File: config.mk
export PLATFORM = sky130hd
export DESIGN_NAME = utf8_codepoint_decoder
export DESIGN_NICKNAME = d
export VERILOG_FILES = /design/src/design/utf8d_pkg.sv /design/src/design/utf8_codepoint_decoder.sv /design/src/design/utf8d_decode.sv
export SDC_FILE = /design/constraint.sdc
export NUM_CORES = 1
export LEC_CHECK = 0
export BUFFER_PORTS_ARGS = -buffer_cell sky130_fd_sc_hd__clkbuf_2
export CELL_PAD_IN_SITES_DETAIL_PLACEMENT = 1
export CELL_PAD_IN_SITES_GLOBAL_PLACEMENT = 1
export CORE_MARGIN = 2
export CORE_UTILIZATION = 40
export DETAILED_ROUTE_END_ITERATION = 16
export PLACE_DENSITY_LB_ADDON = 0.1
export SYNTH_ARGS = -nofsm -noshare
export SYNTH_HDL_FRONTEND = slang
export SYNTH_SLANG_ARGS = --single-unit
File: constraint.sdc
create_clock -name clk -period 2.2 [get_ports clk]
set_input_delay 0.44 -clock clk [delete_from_list [all_inputs] [get_ports clk]]
set_output_delay 0.44 -clock clk [all_outputs]
set_load 0.01 [all_outputs]
File: src/design/utf8d_pkg.sv
package utf8d_pkg;

	// open sequence length codes
	localparam logic [2:0] LEN_NONE = 3'd0;
	localparam logic [2:0] LEN_2    = 3'd2;
	localparam logic [2:0] LEN_3    = 3'd3;
	localparam logic [2:0] LEN_4    = 3'd4;

	localparam logic [20:0] REPLACEMENT = 21'h00FFFD;
	localparam logic [20:0] MAX_SCALAR  = 21'h10FFFF;
	localparam logic [20:0] SURR_LO     = 21'h00D800;
	localparam logic [20:0] SURR_HI     = 21'h00DFFF;
	localparam logic [20:0] MIN_LEN2    = 21'h000080;
	localparam logic [20:0] MIN_LEN3    = 21'h000800;
	localparam logic [20:0] MIN_LEN4    = 21'h010000;

	// payload bits held between bytes: 3 from a 4-byte lead plus two continuations
	localparam int PARTIAL_W = 15;

	// results caused by one byte: rep replacements, then an optional tail result
	typedef struct packed {
		logic [2:0]  rep;
		logic        tail_valid;
		logic [20:0] tail_cp;
		logic        tail_bad;
	} group_t;

endpackage

File: src/design/utf8_codepoint_decoder.sv
// the first result of a byte is offered in the cycle after its transfer
// throughput: one byte per cycle while each byte gives at most one result and
// out_ready is high; a byte giving n results (up to 4) holds the result
// register while the single port drains them, one per cycle with out_ready high
// reset clears the open sequence and drops any results not yet delivered
module utf8_codepoint_decoder (
	input  logic        clk,
	input  logic        arst_n,
	input  logic        in_valid,
	output logic        in_ready,
	input  logic [7:0]  in_byte,
	output logic        out_valid,
	input  logic        out_ready,
	output logic [20:0] code_point,
	output logic        bad_sequence,
	output logic        last_of_run
);
	import utf8d_pkg::*;

	logic [2:0]           len_q;
	logic [1:0]           taken_q;
	logic [PARTIAL_W-1:0] partial_q;
	logic [2:0]           rep_q;
	logic                 tail_valid_q;
	logic [20:0]          tail_cp_q;
	logic                 tail_bad_q;

	logic [2:0]           nxt_len;
	logic [1:0]           nxt_taken;
	logic [PARTIAL_W-1:0] nxt_partial;
	group_t               grp;
	logic                 in_xfer;
	logic                 out_xfer;

	utf8d_decode u_decode (
		.in_byte     (in_byte),
		.len         (len_q),
		.taken       (taken_q),
		.partial     (partial_q),
		.nxt_len     (nxt_len),
		.nxt_taken   (nxt_taken),
		.nxt_partial (nxt_partial),
		.grp         (grp)
	);

	assign out_valid    = (rep_q != 3'd0) || tail_valid_q;
	assign code_point   = (rep_q != 3'd0) ? REPLACEMENT : tail_cp_q;
	assign bad_sequence = (rep_q != 3'd0) ? 1'b1 : tail_bad_q;
	assign last_of_run  = (rep_q == 3'd0) || ((rep_q == 3'd1) && !tail_valid_q);

	// a new byte may enter while the last result of the previous one leaves
	assign in_ready = !out_valid || (out_ready && last_of_run);
	assign in_xfer  = in_valid && in_ready;
	assign out_xfer = out_valid && out_ready;

	always_ff @(posedge clk or negedge arst_n) begin
		if (!arst_n) begin
			len_q        <= LEN_NONE;
			taken_q      <= 2'd0;
			rep_q        <= 3'd0;
			tail_valid_q <= 1'b0;
		end else if (in_xfer) begin
			len_q        <= nxt_len;
			taken_q      <= nxt_taken;
			rep_q        <= grp.rep;
			tail_valid_q <= grp.tail_valid;
		end else if (out_xfer) begin
			if (rep_q != 3'd0) begin
				rep_q <= rep_q - 3'd1;
			end else begin
				tail_valid_q <= 1'b0;
			end
		end
	end

	always_ff @(posedge clk) begin
		if (in_xfer) begin
			partial_q  <= nxt_partial;
			tail_cp_q  <= grp.tail_cp;
			tail_bad_q <= grp.tail_bad;
		end
	end

	// never more than four results pending for one byte
	a_group_bound: assert property (@(posedge clk) disable iff (!arst_n)
		({1'b0, rep_q} + {3'd0, tail_valid_q}) <= 4'd4)
		else $error("more than four results pending");

	// a transfer that is not the last of its run leaves more to deliver
	a_run_continues: assert property (@(posedge clk) disable iff (!arst_n)
		out_xfer && !last_of_run |=> out_valid)
		else $error("run ended early");

	// open sequence length is a legal code and the byte count stays below it
	a_len_legal: assert property (@(posedge clk) disable iff (!arst_n)
		(len_q == LEN_NONE && taken_q == 2'd0) ||
		((len_q == LEN_2 || len_q == LEN_3 || len_q == LEN_4) &&
		 taken_q != 2'd0 && {1'b0, taken_q} < len_q))
		else $error("inconsistent sequence state");

	// a pending result stays offered, unchanged, until it is taken
	a_no_drop: assert property (@(posedge clk) disable iff (!arst_n)
		out_valid && !out_ready |=> out_valid && $stable(code_point))
		else $error("pending result lost");

endmodule

File: src/design/utf8d_decode.sv
module utf8d_decode (
	input  logic [7:0]                       in_byte,
	input  logic [2:0]                       len,
	input  logic [1:0]                       taken,
	input  logic [utf8d_pkg::PARTIAL_W-1:0]  partial,
	output logic [2:0]                       nxt_len,
	output logic [1:0]                       nxt_taken,
	output logic [utf8d_pkg::PARTIAL_W-1:0]  nxt_partial,
	output utf8d_pkg::group_t                grp
);
	import utf8d_pkg::*;

	logic        cont;
	logic [20:0] v;
	logic [2:0]  taken_inc;
	logic [20:0] min_val;
	logic        out_of_range;
	logic        start;

	assign cont      = (in_byte[7:6] == 2'b10);
	assign v         = {partial, in_byte[5:0]};
	assign taken_inc = {1'b0, taken} + 3'd1;

	always_comb begin
		unique case (len)
			LEN_2:   min_val = MIN_LEN2;
			LEN_3:   min_val = MIN_LEN3;
			default: min_val = MIN_LEN4;
		endcase
	end

	// overlong, above the last scalar, or a surrogate
	assign out_of_range = (v < min_val) || (v > MAX_SCALAR) ||
		((v >= SURR_LO) && (v <= SURR_HI));

	always_comb begin
		nxt_len     = len;
		nxt_taken   = taken;
		nxt_partial = partial;
		grp         = '0;
		start       = 1'b0;
		if (len != LEN_NONE) begin
			if (in_byte == 8'h00) begin
				// end of string flushes the open sequence
				grp.rep   = {1'b0, taken};
				nxt_len   = LEN_NONE;
				nxt_taken = 2'd0;
			end else if (cont) begin
				if (taken_inc >= len) begin
					if (out_of_range) begin
						grp.rep = len;
					end else begin
						grp.tail_valid = 1'b1;
						grp.tail_cp    = v;
					end
					nxt_len   = LEN_NONE;
					nxt_taken = 2'd0;
				end else begin
					nxt_taken   = taken_inc[1:0];
					nxt_partial = v[PARTIAL_W-1:0];
				end
			end else begin
				// bad continuation: replace what was taken, rescan this byte
				grp.rep   = {1'b0, taken};
				nxt_len   = LEN_NONE;
				nxt_taken = 2'd0;
				start     = 1'b1;
			end
		end else if (in_byte != 8'h00) begin
			start = 1'b1;
		end

		if (start) begin
			priority if (in_byte[7] == 1'b0) begin
				grp.tail_valid = 1'b1;
				grp.tail_cp    = {13'd0, in_byte};
			end else if (in_byte[7:5] == 3'b110) begin
				nxt_len     = LEN_2;
				nxt_taken   = 2'd1;
				nxt_partial = {{(PARTIAL_W-5){1'b0}}, in_byte[4:0]};
			end else if (in_byte[7:4] == 4'b1110) begin
				nxt_len     = LEN_3;
				nxt_taken   = 2'd1;
				nxt_partial = {{(PARTIAL_W-4){1'b0}}, in_byte[3:0]};
			end else if (in_byte[7:3] == 5'b11110) begin
				nxt_len     = LEN_4;
				nxt_taken   = 2'd1;
				nxt_partial = {{(PARTIAL_W-3){1'b0}}, in_byte[2:0]};
			end else begin
				// stray continuation or invalid lead
				grp.tail_valid = 1'b1;
				grp.tail_cp    = REPLACEMENT;
				grp.tail_bad   = 1'b1;
			end
		end
	end

endmodule
==> flow_summary.json <==
{
  "r2r-end": "rep_q[1]",
  "avgSynthCellArea_um2": 10.5,
  "period_share_pct": 96.9,
  "async_flop_share_pct": 19.6,
  "cp_slowest_stage_delay_ns": 0.53,
  "drc": 0,
  "finalMaxSlewViolations": 0,
  "synth.area.mux_share_pct": 1.28,
  "synth_fp_nets": 273,
  "rrSetupSlack_ns": 0.07,
  "worst_pin_slew_ns": 0.562,
  "powerDensity_nw_per_um2": 1220,
  "grt_pass1_vias": 2028,
  "synth_top_flop_cell": "edfxtp_1",
  "clk_pin_slew_ns": 0.09,
  "clock_skew_ns": 0.00736,
  "ir_drop_mv": 0.666,
  "met1_usage_pct": 28.7,
  "rr_worst_depth": 6,
  "gp_congestion": 0.836,
  "crit_arrival_ns": 2.36,
  "die_x_um": 85.2,
  "fp.dieH_um": 85.2,
  "critical_path_required_ns": 2.43,
  "synth_edf_count": 37,
  "crit_type": "flop to flop",
  "antenna_cells": 0,
  "hold_class": "input pin to flop",
  "grt_overflow": 0,
  "cp-end-kind": "flop",
  "timing.fmax_mhz": 469,
  "synth-simple-area-share_pct": 20.5,
  "fin_area_um2": 3270,
  "htree_levels": 2,
  "io_pins": 37,
  "yosysTopAreaCell": "edfxtp_1",
  "r2r_start": "partial_q[8]",
  "synthAdderAreaFrac_pct": 4.27,
  "via_per_inst": 5.47,
  "routedWlPerCell_um": 17.2,
  "synth-xor-area-share_pct": 0,
  "grtUsageMet2_pct": 29.0,
  "drtPass1Iterations": 4,
  "portBuffers": 36,
  "synth_seq_cells": 46,
  "syn_to_final_growth_pct": 23.9,
  "drt_first_iter_violations": 130,
  "die_area_um2": 7270,
  "worstPathCellList": "or4_1, o21ai_1, o211ai_1, buf_4, a211oi_1, a2bb2oi_1",
  "postRouteAntennaNets": 0,
  "final_common_cell": "edfxtp_1",
  "top_usage_layer": "met2",
  "cts_root_buffer": "clkbuf_8",
  "crit_family": "compound AO/OA/AOI/OAI gates",
  "antenna_found_initial": 0,
  "crit_fanout": 3,
  "ys_warn_count": 0,
  "grt.total_usage_pct": 19.0,
  "whs_path_depth": 2,
  "cts_buffers": 5,
  "grt_pass1_wl_um": 10700,
  "post-dp-hpwl_um": 5000,
  "utilization_pct": 51.5,
  "route.vias.total": 2148,
  "yosysSeqAreaShare_pct": 50.6,
  "fin_ws_ns": 0.0693,
  "cts_num_sinks": 46,
  "cts_tree": "done",
  "synth_top_family_by_area": "simple AND/OR/NAND/NOR gates",
  "clk_latency_ns": 0.30,
  "leakage_nw": 1.35,
  "dpl.cell_count": 377,
  "synth_top_area_share_pct": 42.1,
  "final_cells": 393,
  "place_area_um2": 3060,
  "slowest_stage": "or4_1",
  "critPathBufInv": 1,
  "setup_viol": 0,
  "core_um2": 6350,
  "grt_max_degree": 28,
  "slew_headroom_pct": 62.6,
  "layout.nets": 336,
  "finalCriticalPeriod_ns": 2.13,
  "num_rows": 29,
  "hold_violations": 0,
  "status": "complete, no violations",
  "synth_area_leaders": "edfxtp_1 (42%), dfrtp_1 (8.5%), nand2b_1 (4.7%)",
  "syn_area_um2": 2640,
  "synth_compound_area_share_pct": 20.5,
  "synth_cell_types": 51,
  "use_met3_pct": 2.33,
  "start_kind": "flop",
  "maxCapViolations": 0,
  "wl_um": 6760,
  "place_ws_ns": 0.0532,
  "syn_inst": 252,
  "drive_gt1_share_pct": 31.0,
  "cts_buffer_depth": 2,
  "hold_path_end": "tail_cp_q[0]",
  "final_cell_mix": "edfxtp_1 (37), clkbuf_2 (36), nand2_1 (30)",
  "worstHoldStart": "in_byte[0]",
  "start_util_pct": 41.6
}
==> worst max path at each step <==
stage | startpoint | to | slack [ns] | cells past startpoint
floorplan | taken_q[0] | partial_q[0] | 0.03 | 6
global placement | taken_q[0] | partial_q[2] | 0.12 | 7
detailed placement | taken_q[1] | partial_q[0] | 0.05 | 7
CTS | rep_q[0] | code_point[17] | 0.02 | 6
global route | partial_q[8] | rep_q[1] | -0.04 | 6
finish | partial_q[8] | rep_q[1] | 0.07 | 6
==> power breakdown <==
group / internal, mW / leakage, nW / switching [mW]
Clock: 0.341 / 0.0585 / 0.316
Combinational: 0.861 / 0.827 / 1.04
Sequential: 1.25 / 0.460 / 0.167
Total: 2.45 / 1.35 / 1.53
==> area by class of cell <==
cell class / count / area (µm²)
well taps: 77 / 96.3
flip-flops and latches: 46 / 1340
clock inverters: 3 / 43.8
multi-input cells: 187 / 1280
fillers: 748 / 3080
repair buffers: 67 / 419
clock buffers: 5 / 68.8
inverters: 8 / 30.0
==> metal layers <==
metal | vias to the layer above | part of all wire, %
met4 | 0 | 1.0
met2 | 42 | 44
met5 | - | 0
met1 | 1046 | 51
li1 | 1054 | -
met3 | 6 | 3.9
==> cells by family after synthesis <==
family,after synthesis
AOI/OAI and AO/OA,75
adders and majority gates,9
buffers and inverters,19
DFF,46
muxes,3
and+or+nand+nor,100
==> sequential cells by signal, indices dropped and copies added, names as in the netlist <==
register / count
taken_q: 2
tail_bad_q: 1
tail_valid_q: 1
len_q: 3
partial_q: 15
rep_q: 3
tail_cp_q: 21
==> cells in the mapped netlist, types with 3 or more instances <==
cell and number:
dfrtp_1 9, ha_1 9, mux2_2 3, clkbuf_1 8, nor3_1 7, a21o_1 10, nor2b_1 5, a22o_1 4
edfxtp_1 37, nand2_1 31, nor2_1 11, a21oi_1 24, and3_1 4, and2_1 10, inv_1 8, o21a_1 3
o21ai_0 9, nand2b_1 20
==> stage by stage <==
stage / total power [mW] / setup TNS, ns / hold WS [ns]
floorplan: 2.47 / 0 / 0.144
global placement: 3.07 / 0 / 0.316
detailed placement: 3.11 / 0 / 0.319
CTS: 3.82 / 0 / 0.460
global route: 4.25 / -0.0457 / 0.464
finish: 3.97 / 0 / 0.472
==> timing repair <==
item / 4_1_cts / 5_1_grt
resized for setup: 3 / 11
setup buffers: 0 / 6
pin swaps: 0 / 4
hold buffers: 1 / 0
hold endpoints to repair: 9 / 0
endpoints found under the setup margin: 6 / 41
gates cloned: 1 / 0
Power figures use the tool's default switching activity.
